`config.mk`:
```
export PLATFORM = sky130hd
export DESIGN_NAME = round_robin_dispatcher
export DESIGN_NICKNAME = d
export VERILOG_FILES = /design/src/sv/rrd_pkg.sv /design/src/sv/rrd_datapath.sv /design/src/sv/rrd_ctrl.sv /design/src/sv/round_robin_dispatcher.sv
export VERILOG_INCLUDE_DIRS = /design/src /design/src/sv
export SDC_FILE = /design/constraint.sdc
export NUM_CORES = 2
export LEC_CHECK = 0
export BUFFER_PORTS_ARGS = -buffer_cell sky130_fd_sc_hd__buf_2
export CAP_MARGIN = 25
export CORE_ASPECT_RATIO = 1.1
export CORE_MARGIN = 2
export CORE_UTILIZATION = 30
export CTS_BUF_LIST = sky130_fd_sc_hd__clkbuf_16
export DETAILED_ROUTE_END_ITERATION = 10
export PLACE_DENSITY = 0.45
export REMOVE_ABC_BUFFERS = 1
export SKIP_LAST_GASP = 1
export SLEW_MARGIN = 20
export SYNTH_ARGS = -nofsm -noshare
export SYNTH_HDL_FRONTEND = slang
export SYNTH_SLANG_ARGS = --single-unit
```
`constraint.sdc`:
```
create_clock -name i_clk -period 6.05 [get_ports i_clk]
set_input_delay 1.815 -clock i_clk [delete_from_list [all_inputs] [get_ports i_clk]]
set_output_delay 1.815 -clock i_clk [all_outputs]
set_load 0.005 [all_outputs]
```
`src/sv/round_robin_dispatcher_defines.svh`:
```
// assertion macros used by the dispatcher datapath
`ifndef ROUND_ROBIN_DISPATCHER_DEFINES_SVH
`define ROUND_ROBIN_DISPATCHER_DEFINES_SVH

// same-cycle implication, checked on every rising clock edge outside reset
`define RRD_ASSERT_NOW(lbl, ante, cons, msg) \
    lbl: assert property (@(posedge i_clk) disable iff (!i_rst_n) (ante) |-> (cons)) \
        else $error(msg);

// next-cycle implication
`define RRD_ASSERT_NEXT(lbl, ante, cons, msg) \
    lbl: assert property (@(posedge i_clk) disable iff (!i_rst_n) (ante) |=> (cons)) \
        else $error(msg);

`endif

```
`src/sv/rrd_pkg.sv`:
```
// types and constants shared by the round-robin dispatcher
package rrd_pkg;

    localparam int TIME_W  = 16;
    localparam int CLK_W   = 21;
    localparam int PID_W   = 5;
    localparam int PADDR_W = 3;
    localparam int PDATA_W = 32;

    localparam logic [CLK_W-1:0] CLOCK_MAX = {CLK_W{1'b1}};

    // register index codes
    localparam logic [PADDR_W-3:0] REG_TIME_SLICE = 1'b0;

    // input function codes
    localparam logic FUNC_LOAD     = 1'b0;
    localparam logic FUNC_DISPATCH = 1'b1;

    typedef struct packed {
        logic load;
        logic arr_nta;
        logic jump;
        logic take;
        logic pop;
        logic run;
        logic post;
        logic emit;
        logic emit_done;
    } t_cmd;

    typedef struct packed {
        logic empty;
        logic pending;
        logic arr_le;
    } t_stat;

endpackage

```
`src/sv/rrd_datapath.sv`:
```
// datapath: process stores, ready queue, clock and result registers
`include "round_robin_dispatcher_defines.svh"

module rrd_datapath #(
    parameter int MAX_PROCS = 16
) (
    input  logic                          i_clk,
    input  logic                          i_rst_n,
    input  rrd_pkg::t_cmd                 i_cmd,
    output rrd_pkg::t_stat                o_stat,
    input  logic [rrd_pkg::TIME_W-1:0]    i_arrival_time,
    input  logic [rrd_pkg::TIME_W-1:0]    i_burst_time,
    input  logic [rrd_pkg::TIME_W-1:0]    i_time_slice,
    output logic                          o_valid,
    output logic [rrd_pkg::PID_W-1:0]     o_process_id,
    output logic [rrd_pkg::CLK_W-1:0]     o_slice_end_time,
    output logic                          o_finished,
    output logic [rrd_pkg::CLK_W-1:0]     o_turnaround,
    output logic [rrd_pkg::CLK_W-1:0]     o_waiting,
    output logic                          o_all_done
);

    localparam int IDW = $clog2(MAX_PROCS);
    localparam int CNW = $clog2(MAX_PROCS + 1);
    localparam logic [CNW-1:0] MAXC = CNW'(MAX_PROCS);
    localparam logic [CNW:0]   MAXW = (CNW + 1)'(MAX_PROCS);
    localparam logic [IDW-1:0] LAST = IDW'(MAX_PROCS - 1);
    localparam int TW = rrd_pkg::TIME_W;
    localparam int CW = rrd_pkg::CLK_W;
    localparam int PID_W_L = rrd_pkg::PID_W;

    logic [TW-1:0]  mem_arr  [MAX_PROCS];
    logic [TW-1:0]  mem_orig [MAX_PROCS];
    logic [TW-1:0]  mem_rem  [MAX_PROCS];
    logic [IDW-1:0] mem_fifo [MAX_PROCS];

    logic [IDW-1:0] r_head,    n_head;
    logic [CNW-1:0] r_count,   n_count;
    logic [CNW-1:0] r_loaded,  n_loaded;
    logic [CNW-1:0] r_nta,     n_nta;
    logic [CW-1:0]  r_clock,   n_clock;
    logic           r_started, n_started;
    logic           r_o_valid;

    logic [TW-1:0]  r_arr_rd;
    logic [TW-1:0]  r_rem_rd;
    logic [TW-1:0]  r_orig_rd;
    logic [IDW-1:0] r_fifo_rd;
    logic [IDW-1:0] r_id;
    logic [TW-1:0]  r_arr_id;
    logic           r_fin;
    logic [CW-1:0]  r_tat;

    logic [PID_W_L-1:0] r_o_pid;
    logic [CW-1:0]  r_o_end;
    logic           r_o_fin;
    logic [CW-1:0]  r_o_tat;
    logic [CW-1:0]  r_o_wt;
    logic           r_o_all_done;

    logic           w_load_ok;
    logic [CNW:0]   w_tail_sum;
    logic [IDW-1:0] w_tail;
    logic           w_push;
    logic           w_push_ok;
    logic [IDW-1:0] w_push_id;
    logic [IDW-1:0] w_arr_addr;
    logic [TW-1:0]  w_q;
    logic [TW-1:0]  w_run;
    logic [TW-1:0]  w_rem_new;
    logic [CW:0]    w_sum;
    logic           w_rem_we;
    logic [IDW-1:0] w_rem_addr;
    logic [TW-1:0]  w_rem_wd;
    logic [CW-1:0]  w_arr_ext;
    logic [CW-1:0]  w_arr_id_ext;
    logic [CW-1:0]  w_orig_ext;
    logic [CW-1:0]  w_wt;

    assign w_load_ok    = i_cmd.load && (r_loaded < MAXC);
    assign w_tail_sum   = (CNW + 1)'(r_head) + (CNW + 1)'(r_count);
    assign w_tail       = (w_tail_sum >= MAXW) ? IDW'(w_tail_sum - MAXW) : IDW'(w_tail_sum);
    assign w_push       = i_cmd.take || (i_cmd.post && !r_fin);
    assign w_push_ok    = w_push && (r_count < MAXC);
    assign w_push_id    = i_cmd.take ? r_nta[IDW-1:0] : r_id;
    assign w_arr_addr   = i_cmd.arr_nta ? r_nta[IDW-1:0] : r_id;

    assign w_q          = (i_time_slice == '0) ? TW'(1) : i_time_slice;
    assign w_run        = (r_rem_rd < w_q) ? r_rem_rd : w_q;
    assign w_rem_new    = r_rem_rd - w_run;
    assign w_sum        = (CW + 1)'(r_clock) + (CW + 1)'(w_run);
    assign w_rem_we     = w_load_ok || i_cmd.run;
    assign w_rem_addr   = i_cmd.run ? r_id : r_loaded[IDW-1:0];
    assign w_rem_wd     = i_cmd.run ? w_rem_new : i_burst_time;

    assign w_arr_ext    = CW'(r_arr_rd);
    assign w_arr_id_ext = CW'(r_arr_id);
    assign w_orig_ext   = CW'(r_orig_rd);
    assign w_wt         = (r_tat > w_orig_ext) ? (r_tat - w_orig_ext) : '0;

    assign o_stat.empty   = (r_count == '0);
    assign o_stat.pending = (r_nta < r_loaded);
    assign o_stat.arr_le  = (w_arr_ext <= r_clock);

    always_comb begin
        n_head    = r_head;
        n_count   = r_count;
        n_loaded  = r_loaded;
        n_nta     = r_nta;
        n_clock   = r_clock;
        n_started = r_started;
        if (w_load_ok) begin
            n_loaded = r_loaded + CNW'(1);
        end
        if (i_cmd.pop) begin
            n_head  = (r_head == LAST) ? '0 : r_head + IDW'(1);
            n_count = r_count - CNW'(1);
        end
        if (w_push_ok) begin
            n_count = r_count + CNW'(1);
        end
        if (i_cmd.take) begin
            n_nta = r_nta + CNW'(1);
        end
        if (i_cmd.jump) begin
            n_started = 1'b1;
            if (!r_started || (w_arr_ext > r_clock)) begin
                n_clock = w_arr_ext;
            end
        end
        if (i_cmd.run) begin
            n_clock = w_sum[CW] ? rrd_pkg::CLOCK_MAX : w_sum[CW-1:0];
        end
    end

    always_ff @(posedge i_clk) begin
        if (!i_rst_n) begin
            r_head    <= '0;
            r_count   <= '0;
            r_loaded  <= '0;
            r_nta     <= '0;
            r_clock   <= '0;
            r_started <= 1'b0;
            r_o_valid <= 1'b0;
        end else begin
            r_head    <= n_head;
            r_count   <= n_count;
            r_loaded  <= n_loaded;
            r_nta     <= n_nta;
            r_clock   <= n_clock;
            r_started <= n_started;
            r_o_valid <= i_cmd.emit || i_cmd.emit_done;
        end
    end

    // stores, read data registered
    always_ff @(posedge i_clk) begin
        if (w_load_ok) begin
            mem_arr[r_loaded[IDW-1:0]]  <= i_arrival_time;
            mem_orig[r_loaded[IDW-1:0]] <= i_burst_time;
        end
        if (w_rem_we) begin
            mem_rem[w_rem_addr] <= w_rem_wd;
        end
        if (w_push_ok) begin
            mem_fifo[w_tail] <= w_push_id;
        end
        r_arr_rd  <= mem_arr[w_arr_addr];
        r_rem_rd  <= mem_rem[r_id];
        r_orig_rd <= mem_orig[r_id];
        r_fifo_rd <= mem_fifo[r_head];
    end

    always_ff @(posedge i_clk) begin
        if (i_cmd.pop) begin
            r_id <= r_fifo_rd;
        end
        if (i_cmd.run) begin
            r_arr_id <= r_arr_rd;
            r_fin    <= (w_rem_new == '0);
        end
        if (i_cmd.post) begin
            r_tat <= (r_clock > w_arr_id_ext) ? (r_clock - w_arr_id_ext) : '0;
        end
        if (i_cmd.emit) begin
            r_o_pid      <= PID_W_L'((IDW + 1)'(r_id) + (IDW + 1)'(1));
            r_o_end      <= r_clock;
            r_o_fin      <= r_fin;
            r_o_tat      <= r_fin ? r_tat : '0;
            r_o_wt       <= r_fin ? w_wt : '0;
            r_o_all_done <= 1'b0;
        end else if (i_cmd.emit_done) begin
            r_o_pid      <= '0;
            r_o_end      <= '0;
            r_o_fin      <= 1'b0;
            r_o_tat      <= '0;
            r_o_wt       <= '0;
            r_o_all_done <= 1'b1;
        end
    end

    assign o_valid          = r_o_valid;
    assign o_process_id     = r_o_pid;
    assign o_slice_end_time = r_o_end;
    assign o_finished       = r_o_fin;
    assign o_turnaround     = r_o_tat;
    assign o_waiting        = r_o_wt;
    assign o_all_done       = r_o_all_done;

    `RRD_ASSERT_NOW(a_count_max, 1'b1, r_count <= MAXC, "ready queue count above capacity")
    `RRD_ASSERT_NOW(a_admit_order, 1'b1, r_nta <= r_loaded, "admission ran past loaded processes")
    `RRD_ASSERT_NOW(a_pop_nonempty, i_cmd.pop, r_count != '0, "pop from an empty ready queue")
    `RRD_ASSERT_NEXT(a_clock_mono, i_rst_n, r_clock >= $past(r_clock), "scheduler clock went back")

endmodule

```
`src/sv/rrd_ctrl.sv`:
```
// controller: sequences loads, admission walks and dispatch slices
module rrd_ctrl (
    input  logic           i_clk,
    input  logic           i_rst_n,
    input  logic           i_start,
    input  logic           i_func,
    input  rrd_pkg::t_stat i_stat,
    output rrd_pkg::t_cmd  o_cmd,
    output logic           o_busy
);

    localparam logic [3:0] S_IDLE    = 4'd0;
    localparam logic [3:0] S_DISP    = 4'd1;
    localparam logic [3:0] S_PRE_RD  = 4'd2;
    localparam logic [3:0] S_PRE_JMP = 4'd3;
    localparam logic [3:0] S_ADM_RD  = 4'd4;
    localparam logic [3:0] S_ADM_CMP = 4'd5;
    localparam logic [3:0] S_CHK     = 4'd6;
    localparam logic [3:0] S_RUN_RD  = 4'd7;
    localparam logic [3:0] S_RUN     = 4'd8;
    localparam logic [3:0] S_POST    = 4'd9;
    localparam logic [3:0] S_OUT     = 4'd10;

    logic [3:0] r_state, n_state;
    logic       r_post, n_post;
    logic [3:0] w_adm_exit;

    assign w_adm_exit = r_post ? S_POST : S_CHK;
    assign o_busy     = (r_state != S_IDLE);

    always_comb begin
        n_state = r_state;
        n_post  = r_post;
        o_cmd   = '0;
        case (r_state)
            S_IDLE: begin
                if (i_start) begin
                    if (i_func == rrd_pkg::FUNC_DISPATCH) begin
                        n_state = S_DISP;
                    end else begin
                        o_cmd.load = 1'b1;
                    end
                end
            end
            S_DISP: begin
                if (i_stat.empty && i_stat.pending) begin
                    n_state = S_PRE_RD;
                end else if (i_stat.empty) begin
                    o_cmd.emit_done = 1'b1;
                    n_state         = S_IDLE;
                end else begin
                    o_cmd.pop = 1'b1;
                    n_state   = S_RUN_RD;
                end
            end
            S_PRE_RD: begin
                o_cmd.arr_nta = 1'b1;
                n_state       = S_PRE_JMP;
            end
            S_PRE_JMP: begin
                o_cmd.jump = 1'b1;
                n_post     = 1'b0;
                n_state    = S_ADM_RD;
            end
            S_ADM_RD: begin
                if (i_stat.pending) begin
                    o_cmd.arr_nta = 1'b1;
                    n_state       = S_ADM_CMP;
                end else begin
                    n_state = w_adm_exit;
                end
            end
            S_ADM_CMP: begin
                if (i_stat.arr_le) begin
                    o_cmd.take = 1'b1;
                    n_state    = S_ADM_RD;
                end else begin
                    n_state = w_adm_exit;
                end
            end
            S_CHK: begin
                if (i_stat.empty) begin
                    o_cmd.emit_done = 1'b1;
                    n_state         = S_IDLE;
                end else begin
                    o_cmd.pop = 1'b1;
                    n_state   = S_RUN_RD;
                end
            end
            S_RUN_RD: begin
                n_state = S_RUN;
            end
            S_RUN: begin
                o_cmd.run = 1'b1;
                n_post    = 1'b1;
                n_state   = S_ADM_RD;
            end
            S_POST: begin
                o_cmd.post = 1'b1;
                n_state    = S_OUT;
            end
            S_OUT: begin
                o_cmd.emit = 1'b1;
                n_state    = S_IDLE;
            end
            default: begin
                n_state = S_IDLE;
            end
        endcase
    end

    always_ff @(posedge i_clk) begin
        if (!i_rst_n) begin
            r_state <= S_IDLE;
            r_post  <= 1'b0;
        end else begin
            r_state <= n_state;
            r_post  <= n_post;
        end
    end

endmodule

```
`src/sv/round_robin_dispatcher.sv`:
```
// top level of the round-robin dispatcher: register port, controller and datapath
//
//  channel   direction  handshake                    payload
//  command   in         start, busy                  i_func, i_arrival_time, i_burst_time
//  result    out        o_valid (one-cycle strobe)   o_process_id .. o_all_done
//  register  in/out     psel, penable, pwrite, pready  paddr, pwdata, prdata
//
//  a load is taken while idle; busy stays low
//  a dispatch pops the queue head, runs a slice of it, walks admission, requeues it if
//  unfinished and emits; the walk stops at a process not yet arrived; an empty queue
//  with work pending adds a first walk for the jump to the next arrival; an all-done
//  word is emitted when no work is left; the walk reads the arrival store, one read port
//  synchronous active-low reset; the process stores need no clearing
//  the result strobe comes in the same cycle that busy falls and is never held off
module round_robin_dispatcher #(
    parameter int MAX_PROCS = 16
) (
    input  logic                           i_clk,
    input  logic                           i_rst_n,
    input  logic                           start,
    output logic                           busy,
    input  logic                           i_func,
    input  logic [rrd_pkg::TIME_W-1:0]     i_arrival_time,
    input  logic [rrd_pkg::TIME_W-1:0]     i_burst_time,
    output logic                           o_valid,
    output logic [rrd_pkg::PID_W-1:0]      o_process_id,
    output logic [rrd_pkg::CLK_W-1:0]      o_slice_end_time,
    output logic                           o_finished,
    output logic [rrd_pkg::CLK_W-1:0]      o_turnaround,
    output logic [rrd_pkg::CLK_W-1:0]      o_waiting,
    output logic                           o_all_done,
    input  logic                           psel,
    input  logic                           penable,
    input  logic                           pwrite,
    input  logic [rrd_pkg::PADDR_W-1:0]    paddr,
    input  logic [rrd_pkg::PDATA_W-1:0]    pwdata,
    output logic [rrd_pkg::PDATA_W-1:0]    prdata,
    output logic                           pready
);

    logic [rrd_pkg::TIME_W-1:0] r_time_slice;
    logic                       w_reg_sel;
    rrd_pkg::t_cmd              w_cmd;
    rrd_pkg::t_stat             w_stat;

    assign pready    = 1'b1;
    assign w_reg_sel = (paddr[rrd_pkg::PADDR_W-1:2] == rrd_pkg::REG_TIME_SLICE);
    assign prdata    = w_reg_sel ? rrd_pkg::PDATA_W'(r_time_slice) : '0;

    always_ff @(posedge i_clk) begin
        if (!i_rst_n) begin
            r_time_slice <= rrd_pkg::TIME_W'(1);
        end else if (psel && penable && pwrite && pready && w_reg_sel) begin
            r_time_slice <= pwdata[rrd_pkg::TIME_W-1:0];
        end
    end

    rrd_ctrl u_ctrl (
        .i_clk   (i_clk),
        .i_rst_n (i_rst_n),
        .i_start (start),
        .i_func  (i_func),
        .i_stat  (w_stat),
        .o_cmd   (w_cmd),
        .o_busy  (busy)
    );

    rrd_datapath #(
        .MAX_PROCS (MAX_PROCS)
    ) u_datapath (
        .i_clk            (i_clk),
        .i_rst_n          (i_rst_n),
        .i_cmd            (w_cmd),
        .o_stat           (w_stat),
        .i_arrival_time   (i_arrival_time),
        .i_burst_time     (i_burst_time),
        .i_time_slice     (r_time_slice),
        .o_valid          (o_valid),
        .o_process_id     (o_process_id),
        .o_slice_end_time (o_slice_end_time),
        .o_finished       (o_finished),
        .o_turnaround     (o_turnaround),
        .o_waiting        (o_waiting),
        .o_all_done       (o_all_done)
    );

endmodule
```
==> impl_results.md <==
* Status: finished clean
* Post-Syn Area at roughly 45000 µm²
* Synth unique cells at between 80 and 90
* WL final at approximately 120000 µm
* Hold_buf cts at 0
* Synth Instances at roughly 2800
* Vias per Instance at 4.96
* Residual DRC at 0
* Die height at between 400 and 500 µm
* Fin crit share at 0.843
* Post-Layout Cell Count at ~5000
* Post-synth ARST share at 0
* Initial DRC count at 1966
* Final layout net count at 3162
* Clk_skew at 38.1 ps
* Gr usage total at 0.159
* CP Class: register to register
* Clk sinks at 1059
* Final hold vios at 0
* Root Driver: clkbuf_16
* FF+latch count, synth at 1059
* Core Util, Final at 0.349
* Die W at ~370 µm
* YS warnings at 0
* P_leak at ~18 nW
* Power Dens Cells at just over 300 nW/µm²
* Ys flop type: edfxtp_1
* Skew-Pair Late Insertion Delay at between 700 and 800 ps
* Min Tclk post-route at about 5100 ps
* CTS tree: yes
* Detailed Routing Iterations Pass 1 at 5
* Die ar. at between 150000 and 200000 µm²
* Crit path required time at ~6500 ps
* Post-DRT Antenna Nets at 0
* Num CTS Buffers at approximately 110
* DR vias at around 25000
* R2r setup slk at roughly 950 ps
* Post-synth EDFFs at between 900 and 1000
* Fmax at between 150 and 200 MHz
* CTS H-Tree Depth at 3
* CP Max Fanout at 13
* DR WL/cell at between 20 and 25 µm
* Grt ovf at 0
* Postcts setup bufs at 0
* Peak supply drop at 0.243 mV
* Core area at ~150000 µm²
* Final setup fails at 0
* PostCTS Resize Cnt at 0
* I/O pin count at ~180
* Register area share after synthesis at 0.688
* HPWL after DPL at 78100 µm
* Post-Syn Area per Cell at between 15 and 20 µm²
* Slew headroom at 0.296
* P&R area growth vs syn at 15.8%
* Gpl congestion at approximately 0.83
* Clock-pin slew on the worst setup and hold paths at 60 ps
* Effective utilization at floorplan at 0.302
* Cell Rows at roughly 150
* Layout cells sized above 1 at 0.207
* Endpoint class of the critical path: register
* Max cap viols at 0
* Initial antenna violation count at 12
* Number of global-route vias before repair at about 25000
* CP arrival at between 5000 and 6000 ps
* RSZ-0062 raised after global routing: false
* Clock buffer depth at 3
* Global-route wire length before repair at roughly 180000 µm
* IO buf count at about 140
* Worst-margin pin slew at between 1000 and 1500 ps
* Worst hold path type: register to register
* Largest net degree at the start of global routing at roughly 110
* Max Slew Vio Count at 0
* Cells after DPL at approximately 4800
* CP Launch Type: register
cells in the mapped netlist (6+ instances only):
cell	n	share of area
o21bai_1	6	0.0010
ha_1	112	0.031
buf_1	18	0.0015
o31ai_1	8	0.0013
a211oi_1	17	0.0029
o21a_1	12	0.0020
nor4_1	8	0.0011
nor3_1	33	0.0037
a31oi_1	11	0.0015
nand4_1	9	0.0013
buf_4	20	0.0034
a221oi_1	13	0.0026
dfxtp_1	116	0.052
nor2b_1	17	0.0024
or2_2	7	0.00098
and2_1	6	0.00084
or4_1	19	0.0032
and3_1	27	0.0038
a31oi_4	6	0.0029
a21o_1	24	0.0040
nand2_1	150	0.013
fa_1	6	0.0027
xnor2_1	39	0.0077
xor2_1	25	0.0049
nand2b_1	15	0.0021
mux2_2	6	0.0015
buf_2	21	0.0024
or3_1	13	0.0018
o22ai_1	69	0.0097
clkbuf_1	72	0.0061
edfxtp_1	943	0.64
nor3b_1	6	0.0010
inv_1	113	0.0095
mux2i_1	133	0.030
nand3_1	29	0.0033
nor2_1	189	0.016
o21ai_0	85	0.0096
mux4_2	180	0.091
a21oi_1	87	0.0098
worst paths after layout:
path / start / endpoint / cells past startpoint
worst max-delay path: r_time_slice[13] / u_datapath.mem_rem[6][12] / 19
worst min-delay path: u_datapath.r_fifo_rd[0] / u_datapath.r_id[0] / 0
worst max register to register: r_time_slice[13] / u_datapath.mem_rem[6][12] / 19
worst min register to register: u_datapath.r_fifo_rd[0] / u_datapath.r_id[0] / 0
report_power, final:
| group | internal, W | switching, W |
|---|---|---|
| registers | 0.00806 | 0.0000689 |
| logic | 0.000344 | 0.000601 |
| clock network | 0.00380 | 0.00287 |
critical path, stage by stage, from the launching register on:
cell      delay (ps)
dfxtp_1          380
inv_1            110
ha_1             320
a21oi_1          150
nand3_1          100
or2_2            290
a211o_1          270
o21ai_2          190
mux2i_1          380
ha_1             240
inv_1             60
fa_1             450
a211oi_1         340
nor2_1           120
o221a_2          290
or2_2            280
a31oi_1          200
xor2_1           260
o21ai_1          150
clkbuf_4         250
placed cells by master (no fill, tap or decap), types with 19 or more instances in the layout:
master       n
buf_2      145
clkbuf_16  109
inv_1      132
mux2i_1    132
clkinv_1    27
edfxtp_1   943
buf_4       69
o22ai_1     69
nand3_1     29
clkinv_2    22
xnor2_1     39
mux4_2     180
and3_1      27
nand2_1    149
dfxtp_1    116
nor2_1     161
a21oi_1     87
ha_1       112
o21ai_0     83
xor2_1      25
a21o_1      24
or4_1       19
nor3_1      28
state kept, by name (all words and copies together), names as in the netlist, 4 cells and up:
signal / count
r_time_slice: 16
u_ctrl.r_state: 4
u_datapath.mem_arr: 256
u_datapath.mem_fifo: 64
u_datapath.mem_orig: 256
u_datapath.mem_rem: 256
u_datapath.o_process_id: 5
u_datapath.o_slice_end_time: 21
u_datapath.o_turnaround: 21
u_datapath.o_waiting: 21
u_datapath.r_arr_id: 16
u_datapath.r_arr_rd: 16
u_datapath.r_clock: 21
u_datapath.r_count: 5
u_datapath.r_fifo_rd: 4
u_datapath.r_head: 4
u_datapath.r_id: 4
u_datapath.r_loaded: 5
u_datapath.r_nta: 5
u_datapath.r_orig_rd: 16
u_datapath.r_rem_rd: 16
u_datapath.r_tat: 21
routing by layer:
metal	part of all wire	track usage	wire length (µm)
met5	0.00049	0	60
met4	0.023	0.0479	2820
met3	0.042	0.0220	5180
met2	0.51	0.280	62300
met1	0.42	0.203	51500
metrics by stage:
stage / setup TNS, ps / power, W / hold WS (ps) / instance area (µm²) / setup WS (ps)
floorplan: -395240 / 0.00888 / 386 / 43900 / -16040
CTS: 0 / 0.0160 / 410 / 51500 / 684
detailed placement: 0 / 0.00925 / 401 / 48000 / 726
global route: 0 / 0.0163 / 414 / 51500 / 575
finish: 0 / 0.0157 / 410 / 51500 / 950
global placement: 0 / 0.00923 / 393 / 47900 / 422
layout make-up:
| cell class | count | area, µm² |
|---|---|---|
| antenna | 2 | 5.00 |
| clock buffer | 109 | 2730 |
| clock inverter | 93 | 836 |
| fill | 13946 | 96000 |
| inverter | 115 | 432 |
| multi-input combinational | 1462 | 13100 |
| sequential | 1059 | 30600 |
| tap | 1950 | 2440 |
| timing repair buffer | 223 | 1410 |
kinds of logic after synthesis:
family,count (synthesis),synth area share
flops,1059,0.688
compound gates,399,0.0607
simple gates,545,0.0577
xor+xnor,64,0.0126
other cells,2,0.000169
mux,319,0.123
fa+ha+maj,118,0.0342
buf+inv,248,0.0237
(Power assumes the default switching activity.)
